## src/rtl/core/msfq_pkg.sv

```systemverilog
// ----------------------------------------------------------------------------
// Moisture sensor fault qualifier package
// Widths, reset values, register indexes and sequencer states shared by the
// qualifier RTL.
// ----------------------------------------------------------------------------
`default_nettype none

package msfq_pkg;

   localparam int SAMPLE_WIDTH        = 16;
   localparam int SAMPLE_BITS_DEFAULT = 16;
   localparam int LEVEL_WIDTH         = 15;
   localparam int RUN_WIDTH           = 8;
   localparam int CSR_INDEX_WIDTH     = 3;
   localparam int CSR_DATA_WIDTH      = 16;

   localparam logic [LEVEL_WIDTH-1:0] FULL_SCALE = 15'd25600;
   localparam logic [RUN_WIDTH-1:0]   RUN_MAX    = 8'd255;

   localparam logic [SAMPLE_WIDTH-1:0] DRY_READING_RESET     = 16'd20000;
   localparam logic [SAMPLE_WIDTH-1:0] WET_READING_RESET     = 16'd9000;
   localparam logic [LEVEL_WIDTH-1:0]  STUCK_TOLERANCE_RESET = 15'd26;
   localparam logic [RUN_WIDTH-1:0]    STUCK_LIMIT_RESET     = 8'd10;
   localparam logic [RUN_WIDTH-1:0]    CLEAR_LIMIT_RESET     = 8'd3;
   localparam logic [LEVEL_WIDTH-1:0]  DRY_THRESHOLD_RESET   = 15'd7680;

   localparam logic [CSR_INDEX_WIDTH-1:0] CSR_DRY_READING     = 3'd0;
   localparam logic [CSR_INDEX_WIDTH-1:0] CSR_WET_READING     = 3'd1;
   localparam logic [CSR_INDEX_WIDTH-1:0] CSR_STUCK_TOLERANCE = 3'd2;
   localparam logic [CSR_INDEX_WIDTH-1:0] CSR_STUCK_LIMIT     = 3'd3;
   localparam logic [CSR_INDEX_WIDTH-1:0] CSR_CLEAR_LIMIT     = 3'd4;
   localparam logic [CSR_INDEX_WIDTH-1:0] CSR_DRY_THRESHOLD   = 3'd5;

   typedef enum logic [2:0] {
      ST_IDLE,
      ST_PREP,
      ST_MULT,
      ST_DIVIDE,
      ST_FINISH
   } state_type;

endpackage : msfq_pkg

`default_nettype wire

```

## src/rtl/core/moisture_sensor_fault_qualifier.sv

```systemverilog
// ----------------------------------------------------------------------------
// Moisture sensor fault qualifier
// Scales a converter sample to percent with a bit-serial restoring divider,
// tracks stuck readings and latches a sensor fault.
//
//   Channel | Direction | Handshake            | Content
//   req     | in        | req_valid/req_ready  | raw sample, read-succeeded flag
//   rsp     | out       | rsp_valid/rsp_ready  | level, fault, dry, last raw
//   csr     | in        | csr_valid/csr_ready  | register index, write data
//
// A good sample passes through operand set-up, the scaling multiply, the
// bit-serial divider and the load of the result register. A zero span, a
// reading equal to the dry point, opposite signs or a saturated reading skip
// the divider. A failed read goes straight to the result register. A new
// transaction is accepted only once the sequencer is back in idle, so samples
// are not overlapped. Synchronous active-high reset restores the register
// defaults and clears the sequencer, the response valid and the stuck and
// fault state. A stalled result holds the sequencer in its final state until
// the output register is free; req_ready is high only in the idle state.
// ----------------------------------------------------------------------------
`default_nettype none

module moisture_sensor_fault_qualifier
   import msfq_pkg::*;
#(
   parameter int SAMPLE_BITS = SAMPLE_BITS_DEFAULT
) (
   input  wire logic                              clock,
   input  wire logic                              reset,

   input  wire logic                              req_valid,
   output      logic                              req_ready,
   input  wire logic signed [SAMPLE_WIDTH-1:0]    req_raw_sample,
   input  wire logic                              req_sample_valid,

   output      logic                              rsp_valid,
   input  wire logic                              rsp_ready,
   output      logic        [LEVEL_WIDTH-1:0]     rsp_moisture_level,
   output      logic                              rsp_fault_flag,
   output      logic                              rsp_is_dry,
   output      logic signed [SAMPLE_WIDTH-1:0]    rsp_last_raw,

   input  wire logic                              csr_valid,
   output      logic                              csr_ready,
   input  wire logic        [CSR_INDEX_WIDTH-1:0] csr_index,
   input  wire logic        [CSR_DATA_WIDTH-1:0]  csr_data
);

   localparam int EXT_SHIFT  = SAMPLE_WIDTH - SAMPLE_BITS;
   localparam int DIFF_WIDTH = SAMPLE_WIDTH + 1;
   localparam int PROD_WIDTH = 2 * SAMPLE_WIDTH;
   localparam int DIV_STEPS  = LEVEL_WIDTH;
   localparam int CNT_WIDTH  = $clog2(DIV_STEPS);

   state_type state_ff, state_in;

   logic [SAMPLE_WIDTH-1:0] dry_reading_ff;
   logic [SAMPLE_WIDTH-1:0] wet_reading_ff;
   logic [LEVEL_WIDTH-1:0]  stuck_tolerance_ff;
   logic [RUN_WIDTH-1:0]    stuck_limit_ff;
   logic [RUN_WIDTH-1:0]    clear_limit_ff;
   logic [LEVEL_WIDTH-1:0]  dry_threshold_ff;

   logic signed [SAMPLE_WIDTH-1:0] raw_ff;
   logic                           good_ff;
   logic [SAMPLE_WIDTH-1:0]        an_ff, an_in;
   logic [SAMPLE_WIDTH-1:0]        ad_ff, ad_in;
   logic                           zero_ff, zero_in;
   logic [SAMPLE_WIDTH-1:0]        rem_ff, rem_in;
   logic [LEVEL_WIDTH-1:0]         num_ff, num_in;
   logic [LEVEL_WIDTH-1:0]         quot_ff, quot_in;
   logic [CNT_WIDTH-1:0]           count_ff, count_in;

   logic [LEVEL_WIDTH-1:0]  previous_reading_ff, previous_reading_in;
   logic [RUN_WIDTH-1:0]    unchanged_run_ff, unchanged_run_in;
   logic [RUN_WIDTH-1:0]    recovery_run_ff, recovery_run_in;
   logic                    fault_latch_ff, fault_latch_in;
   logic [LEVEL_WIDTH-1:0]  accepted_level_ff, accepted_level_in;
   logic signed [SAMPLE_WIDTH-1:0] stored_raw_ff, stored_raw_in;

   logic                           rsp_valid_ff, rsp_valid_in;
   logic [LEVEL_WIDTH-1:0]         rsp_level_ff;
   logic                           rsp_fault_ff;
   logic                           rsp_dry_ff;
   logic signed [SAMPLE_WIDTH-1:0] rsp_raw_ff;

   logic req_take;
   logic commit;
   logic saturate;

   logic signed [SAMPLE_WIDTH-1:0] raw_shift;
   logic signed [SAMPLE_WIDTH-1:0] raw_ext;
   logic signed [DIFF_WIDTH-1:0]   num_diff;
   logic signed [DIFF_WIDTH-1:0]   den_diff;
   logic        [PROD_WIDTH-1:0]   product;
   logic        [DIFF_WIDTH-1:0]   trial;
   logic                           trial_ge;

   logic [LEVEL_WIDTH-1:0] step_diff;
   logic [RUN_WIDTH-1:0]   run_next;
   logic [RUN_WIDTH-1:0]   rec_next;

   // Configuration registers.
   assign csr_ready = 1'b1;

   always_ff @(posedge clock) begin
      if (reset) begin
         dry_reading_ff     <= DRY_READING_RESET;
         wet_reading_ff     <= WET_READING_RESET;
         stuck_tolerance_ff <= STUCK_TOLERANCE_RESET;
         stuck_limit_ff     <= STUCK_LIMIT_RESET;
         clear_limit_ff     <= CLEAR_LIMIT_RESET;
         dry_threshold_ff   <= DRY_THRESHOLD_RESET;
      end else if (csr_valid && csr_ready) begin
         unique case (csr_index)
            CSR_DRY_READING:     dry_reading_ff     <= csr_data;
            CSR_WET_READING:     wet_reading_ff     <= csr_data;
            CSR_STUCK_TOLERANCE: stuck_tolerance_ff <= csr_data[LEVEL_WIDTH-1:0];
            CSR_STUCK_LIMIT:     stuck_limit_ff     <= csr_data[RUN_WIDTH-1:0];
            CSR_CLEAR_LIMIT:     clear_limit_ff     <= csr_data[RUN_WIDTH-1:0];
            CSR_DRY_THRESHOLD:   dry_threshold_ff   <= csr_data[LEVEL_WIDTH-1:0];
            default: ;
         endcase
      end
   end

   // Sequencer.
   always_comb begin
      state_in = state_ff;
      unique case (state_ff)
         ST_IDLE: begin
            if (req_take) begin
               state_in = req_sample_valid ? ST_PREP : ST_FINISH;
            end
         end
         ST_PREP:   state_in = ST_MULT;
         ST_MULT:   state_in = (zero_ff || saturate) ? ST_FINISH : ST_DIVIDE;
         ST_DIVIDE: state_in = (count_ff == '0) ? ST_FINISH : ST_DIVIDE;
         ST_FINISH: state_in = commit ? ST_IDLE : ST_FINISH;
         default:   state_in = ST_IDLE;
      endcase
   end

   always_comb begin
      req_ready = 1'b0;
      commit    = 1'b0;
      unique case (state_ff)
         ST_IDLE:   req_ready = 1'b1;
         ST_FINISH: commit    = !rsp_valid_ff || rsp_ready;
         default: ;
      endcase
   end

   assign req_take = req_valid && req_ready;

   // Operand set-up, scaling multiply and restoring divider.
   assign raw_shift = req_raw_sample <<< EXT_SHIFT;
   assign raw_ext   = raw_shift >>> EXT_SHIFT;

   assign num_diff = DIFF_WIDTH'($signed(dry_reading_ff)) - DIFF_WIDTH'(raw_ff);
   assign den_diff = DIFF_WIDTH'($signed(dry_reading_ff))
                   - DIFF_WIDTH'($signed(wet_reading_ff));
   assign an_in    = num_diff[DIFF_WIDTH-1] ? SAMPLE_WIDTH'(-num_diff)
                                            : num_diff[SAMPLE_WIDTH-1:0];
   assign ad_in    = den_diff[DIFF_WIDTH-1] ? SAMPLE_WIDTH'(-den_diff)
                                            : den_diff[SAMPLE_WIDTH-1:0];
   assign zero_in  = (num_diff == '0) || (den_diff == '0)
                  || (num_diff[DIFF_WIDTH-1] != den_diff[DIFF_WIDTH-1]);

   assign saturate = an_ff >= ad_ff;
   assign product  = PROD_WIDTH'(an_ff) * PROD_WIDTH'(FULL_SCALE);

   assign trial    = {rem_ff, num_ff[LEVEL_WIDTH-1]};
   assign trial_ge = trial >= DIFF_WIDTH'(ad_ff);

   always_comb begin
      rem_in   = rem_ff;
      num_in   = num_ff;
      quot_in  = quot_ff;
      count_in = count_ff;
      case (state_ff)
         ST_MULT: begin
            rem_in   = product[LEVEL_WIDTH +: SAMPLE_WIDTH];
            num_in   = product[LEVEL_WIDTH-1:0];
            count_in = CNT_WIDTH'(DIV_STEPS - 1);
            if (zero_ff) begin
               quot_in = '0;
            end else if (saturate) begin
               quot_in = FULL_SCALE;
            end
         end
         ST_DIVIDE: begin
            rem_in   = trial_ge ? SAMPLE_WIDTH'(trial - DIFF_WIDTH'(ad_ff))
                                : trial[SAMPLE_WIDTH-1:0];
            num_in   = {num_ff[LEVEL_WIDTH-2:0], 1'b0};
            quot_in  = {quot_ff[LEVEL_WIDTH-2:0], trial_ge};
            count_in = count_ff - 1'b1;
         end
         default: ;
      endcase
   end

   // Stuck detection and fault latch, applied when the result is committed.
   always_comb begin
      step_diff = (quot_ff > previous_reading_ff) ? quot_ff - previous_reading_ff
                                                  : previous_reading_ff - quot_ff;
      if (step_diff < stuck_tolerance_ff) begin
         run_next = (unchanged_run_ff == RUN_MAX) ? RUN_MAX : unchanged_run_ff + 1'b1;
      end else begin
         run_next = '0;
      end
      rec_next = (recovery_run_ff == RUN_MAX) ? RUN_MAX : recovery_run_ff + 1'b1;

      previous_reading_in = previous_reading_ff;
      unchanged_run_in    = unchanged_run_ff;
      recovery_run_in     = recovery_run_ff;
      fault_latch_in      = fault_latch_ff;
      accepted_level_in   = accepted_level_ff;
      stored_raw_in       = stored_raw_ff;

      if (good_ff) begin
         previous_reading_in = quot_ff;
         unchanged_run_in    = run_next;
         stored_raw_in       = raw_ff;
         if (run_next >= stuck_limit_ff) begin
            recovery_run_in = '0;
            fault_latch_in  = 1'b1;
         end else if (fault_latch_ff) begin
            if (rec_next >= clear_limit_ff) begin
               fault_latch_in    = 1'b0;
               recovery_run_in   = '0;
               accepted_level_in = quot_ff;
            end else begin
               recovery_run_in = rec_next;
            end
         end else begin
            recovery_run_in   = '0;
            accepted_level_in = quot_ff;
         end
      end
   end

   assign rsp_valid_in = commit ? 1'b1 : (rsp_ready ? 1'b0 : rsp_valid_ff);

   always_ff @(posedge clock) begin
      if (reset) begin
         state_ff            <= ST_IDLE;
         rsp_valid_ff        <= 1'b0;
         previous_reading_ff <= '0;
         unchanged_run_ff    <= '0;
         recovery_run_ff     <= '0;
         fault_latch_ff      <= 1'b0;
         accepted_level_ff   <= '0;
         stored_raw_ff       <= '0;
      end else begin
         state_ff     <= state_in;
         rsp_valid_ff <= rsp_valid_in;
         if (commit) begin
            previous_reading_ff <= previous_reading_in;
            unchanged_run_ff    <= unchanged_run_in;
            recovery_run_ff     <= recovery_run_in;
            fault_latch_ff      <= fault_latch_in;
            accepted_level_ff   <= accepted_level_in;
            stored_raw_ff       <= stored_raw_in;
         end
      end
   end

   always_ff @(posedge clock) begin
      if (req_take) begin
         raw_ff  <= raw_ext;
         good_ff <= req_sample_valid;
      end
      if (state_ff == ST_PREP) begin
         an_ff   <= an_in;
         ad_ff   <= ad_in;
         zero_ff <= zero_in;
      end
      rem_ff   <= rem_in;
      num_ff   <= num_in;
      quot_ff  <= quot_in;
      count_ff <= count_in;
      if (commit) begin
         rsp_level_ff <= accepted_level_in;
         rsp_fault_ff <= fault_latch_in;
         rsp_dry_ff   <= !fault_latch_in && (accepted_level_in < dry_threshold_ff);
         rsp_raw_ff   <= stored_raw_in;
      end
   end

   assign rsp_valid          = rsp_valid_ff;
   assign rsp_moisture_level = rsp_level_ff;
   assign rsp_fault_flag     = rsp_fault_ff;
   assign rsp_is_dry         = rsp_dry_ff;
   assign rsp_last_raw       = rsp_raw_ff;

   // The partial remainder stays below the divisor throughout the division.
   assert property (@(posedge clock) disable iff (reset)
      state_ff == ST_DIVIDE |-> rem_ff < ad_ff)
      else $error("divider remainder not below divisor");

   // The accepted level never exceeds full scale.
   assert property (@(posedge clock) disable iff (reset)
      accepted_level_ff <= FULL_SCALE)
      else $error("accepted level above full scale");

   // A faulty sensor is never reported as dry.
   assert property (@(posedge clock) disable iff (reset)
      rsp_valid_ff && rsp_fault_ff |-> !rsp_dry_ff)
      else $error("dry reported while fault set");

   // The fault is raised only by a run that meets the stuck limit.
   assert property (@(posedge clock) disable iff (reset)
      $rose(fault_latch_ff) |-> unchanged_run_ff >= stuck_limit_ff)
      else $error("fault raised without a stuck run");

endmodule : moisture_sensor_fault_qualifier

`default_nettype wire

```

## config.mk

```make
export PLATFORM = sky130hd
export DESIGN_NAME = moisture_sensor_fault_qualifier
export DESIGN_NICKNAME = d
export VERILOG_FILES = /design/src/rtl/core/msfq_pkg.sv /design/src/rtl/core/moisture_sensor_fault_qualifier.sv
export SDC_FILE = /design/constraint.sdc
export NUM_CORES = 1
export LEC_CHECK = 0
export ABC_AREA = 1
export BUFFER_PORTS_ARGS = -buffer_cell sky130_fd_sc_hd__buf_2
export CAP_MARGIN = 30
export CORE_MARGIN = 2
export CORE_UTILIZATION = 58
export CTS_CLUSTER_DIAMETER = 30
export DETAILED_ROUTE_END_ITERATION = 7
export PLACE_DENSITY = 0.8
export SYNTH_ARGS = -nofsm -noshare
export SYNTH_HDL_FRONTEND = slang
export SYNTH_SLANG_ARGS = --single-unit
```

## constraint.sdc

```tcl
create_clock -name clock -period 8.2 [get_ports clock]
set_clock_uncertainty 0.1 [all_clocks]
set_input_delay 0.82 -clock clock [delete_from_list [all_inputs] [get_ports clock]]
set_output_delay 0.82 -clock clock [all_outputs]
set_load 0.1 [all_outputs]
```

==> metrics.txt <==
synthesized flop and latch total approximately 270; P&R area growth vs syn 14.53%; cell taking the most area after synthesis edfxtp_1; DIE WIDTH 180.1 um; FP Rows 64; worst path arrival time 7.16 ns; post-route minimum period 6.848 ns; CP top delay family compound AO/OA/AOI/OAI gates; Fmax 146.0 MHz; routed length per instance 16.35 um; capture point of the critical path rsp_is_dry; drt total wl around 47000 um; io pins 77; synth unique cells 52; unrepaired setup endpoints after global routing false; Synth Cell Area approximately 0.018 mm^2; Worst Path Max Fanout 29; CP startpoint quot_ff[4]; Leakage 9.899 nW; number of diodes 0; setup TNS 0 ns; most frequent CP cell nand2_1; DR DRC count 0; CP Capture Type register; post-cts gate resize count 0; worst hold path type primary input to register; Clock Path Buffers 3; clock sinks about 270; sequential area share after synthesis about 37%; cells after synthesis 2333; largest net degree at the start of global routing 95; Clock transition at path regs around 0.05 ns; post-route ant nets 0; Warnings, synthesis 0; clock latency on the worst-skew pair 0.58 ns; number of global-route vias before repair 15448; global route overflow 0; fraction of layout cells with a size suffix above 1 8.837%; Die Ht 180.1 um; antenna violations before repair 0; beginning of the worst register-to-register path quot_ff[4]; Hold Buf Count CTS 0; TritonCTS clock tree built; Post-CTS Setup Bufs 0; syn_nets 2586; Final Hold Vio Count 0; worst vdd ir 0.0001979 V; Detail Placement HPWL 34880 um; count leader, synth nand2_1; via-per-instance ratio 5.546; Hold WS 0.3226 ns; final setup vio count 0; top_reg_cell synth dfxtp_1; placer congestion estimate 0.9104; Pins Over Slew Limit 0; Mapped Avg Cell Area 7.707 um^2; slew margin rel. 29.86%; top cell type's share of synthesized area 20.54%; outcome finished, final reports clean; top post-synthesis cells by count nand2_1 (461), inv_1 (400), a21oi_1 (199); FF-to-FF End rsp_is_dry; Slew @ Worst Pin 1.052 ns; die area 0.03243 mm^2; core area 0.03059 mm^2; Starting Density 58.78%; Vias 15877; critical path depth 36; R2R Setup Slk 1.35 ns; asr flop ratio synth 0%; CP Buf/Inv Count 5; H-tree depth 2; crit-path max cell delay 0.51 ns; Pwr Density between 200 and 250 mW/mm^2; Buffers on Ports 75; Root Buffer clkbuf_16; period utilisation layout a little over four fifths; max_cap viols 0; Total GRT Usage ~28%; Startpoint Class register; EDFF count, synth 123; initial DRC count 1151; CTS Buf Count 54; cells on worst reg2reg path 36; top area cells in the synthesized netlist edfxtp_1 (21%), dfxtp_1 (16%), ha_1 (14%); final net count 2675; Initial DRT Pass Iterations 6; first-pass GRT wire length ~76000 um; Worst Path Required 8.51 ns; slowest cell on the critical path a21oi_1; critical path class register to register
[metrics by stage]
stage | worst slack, ns | cells | instance area, um^2 | power [mW] | util, %
after floorplan | 2.753 | 2333 | 17980 | 2.591 | -
after global placement | 1.789 | 2760 | 18700 | 2.847 | 61.13
after detailed placement | 1.556 | 2761 | 18710 | 2.886 | 61.17
after CTS | 1.504 | 2862 | 20570 | 5.077 | 67.26
after global routing | 0.6047 | 2863 | 20590 | 5.339 | 67.32
final | 1.352 | 2863 | 20590 | 5.079 | 67.32
[layout make-up]
cell class	instances	area [um^2]
multi-input combinational	1604	9619
sequential	268	6596
clock buffer	63	1458
inverter	405	1523
timing repair buffer	89	496.7
clock inverter	38	405.4
fill	2485	9996
tap	396	495.5
[per-layer routing]
metal | vias up | share of wire, % | track usage (%)
met3 | 117 | 6.8 | 5.154
met5 | - | 0 | 0
met4 | 0 | 3.7 | 11.23
li1 | 7871 | - | -
met2 | 501 | 45 | 46.34
met1 | 7388 | 45 | 37.67
[layout by cell type, fill, tap and decap left out, types with 5 or more instances in the layout]
cell / netlist / layout
clkinv_1: 2 / 6
edfxtp_1: 123 / 123
dfxtp_1: 145 / 145
nand3_1: 102 / 102
fa_1: 16 / 16
clkinvlp_4: 0 / 8
nor3_1: 23 / 22
nand4_1: 20 / 20
nand3b_1: 9 / 9
ha_1: 196 / 196
a21oi_1: 199 / 199
o211ai_1: 29 / 29
xnor2_1: 29 / 29
xor2_1: 34 / 34
clkinv_4: 0 / 6
nand2_2: 6 / 6
a31oi_1: 5 / 5
o21ai_0: 197 / 197
a21boi_0: 6 / 6
inv_6: 0 / 6
nand2_1: 461 / 461
a21o_1: 17 / 17
o21bai_1: 23 / 23
nor2_2: 4 / 6
clkinv_2: 0 / 5
inv_1: 400 / 398
buf_2: 4 / 75
clkbuf_16: 0 / 56
buf_4: 2 / 12
nor2_1: 170 / 168
o21ai_1: 16 / 16
[power breakdown]
part           total (mW)  internal [mW]  switching (mW)  leakage, nW
registers            1.59           1.53          0.0522         2.32
logic                1.31          0.445           0.864         6.70
clock network        2.18           1.41           0.769        0.888
total                5.08           3.39            1.68         9.90
[flip-flops by register name, summed over array words and instances, names as in the netlist, 3 cells and up]
name                 cells
stuck_limit_ff           8
stored_raw_ff           16
recovery_run_ff          8
rsp_last_raw            16
ad_ff                   16
state_ff                 3
num_ff                   5
unchanged_run_ff         8
an_ff                   16
dry_reading_ff          16
rem_ff                  16
quot_ff                 15
clear_limit_ff           8
raw_ff                  16
dry_threshold_ff        15
previous_reading_ff     15
accepted_level_ff       15
wet_reading_ff          16
rsp_moisture_level      15
stuck_tolerance_ff      15
count_ff                 4
[kinds of logic after synthesis]
kind of cell / count (synthesis) / share of synthesized area (%)
AOI/OAI and AO/OA: 519 / 15.98
DFF: 268 / 36.68
buffers and inverters: 461 / 9.874
and+or+nand+nor: 804 / 18.43
xor gates and xnor gates: 68 / 3.584
other: 1 / 0.02086
adders and majority gates: 212 / 15.42
[worst min-delay path by stage]
stage / from / endpoint / slack [ns] / depth (start not counted)
2_1_floorplan: stored_raw_ff[0] / stored_raw_ff[0] / 0.32 / 2
5_1_grt: req_raw_sample[10] / raw_ff[10] / 0.32 / 1
3_3_place_gp: stored_raw_ff[12] / stored_raw_ff[12] / 0.33 / 2
3_5_place_dp: stored_raw_ff[7] / stored_raw_ff[7] / 0.34 / 2
6_report: req_raw_sample[4] / raw_ff[4] / 0.32 / 1
4_1_cts: req_raw_sample[5] / raw_ff[5] / 0.31 / 1
Power figures use the tool's default switching activity.
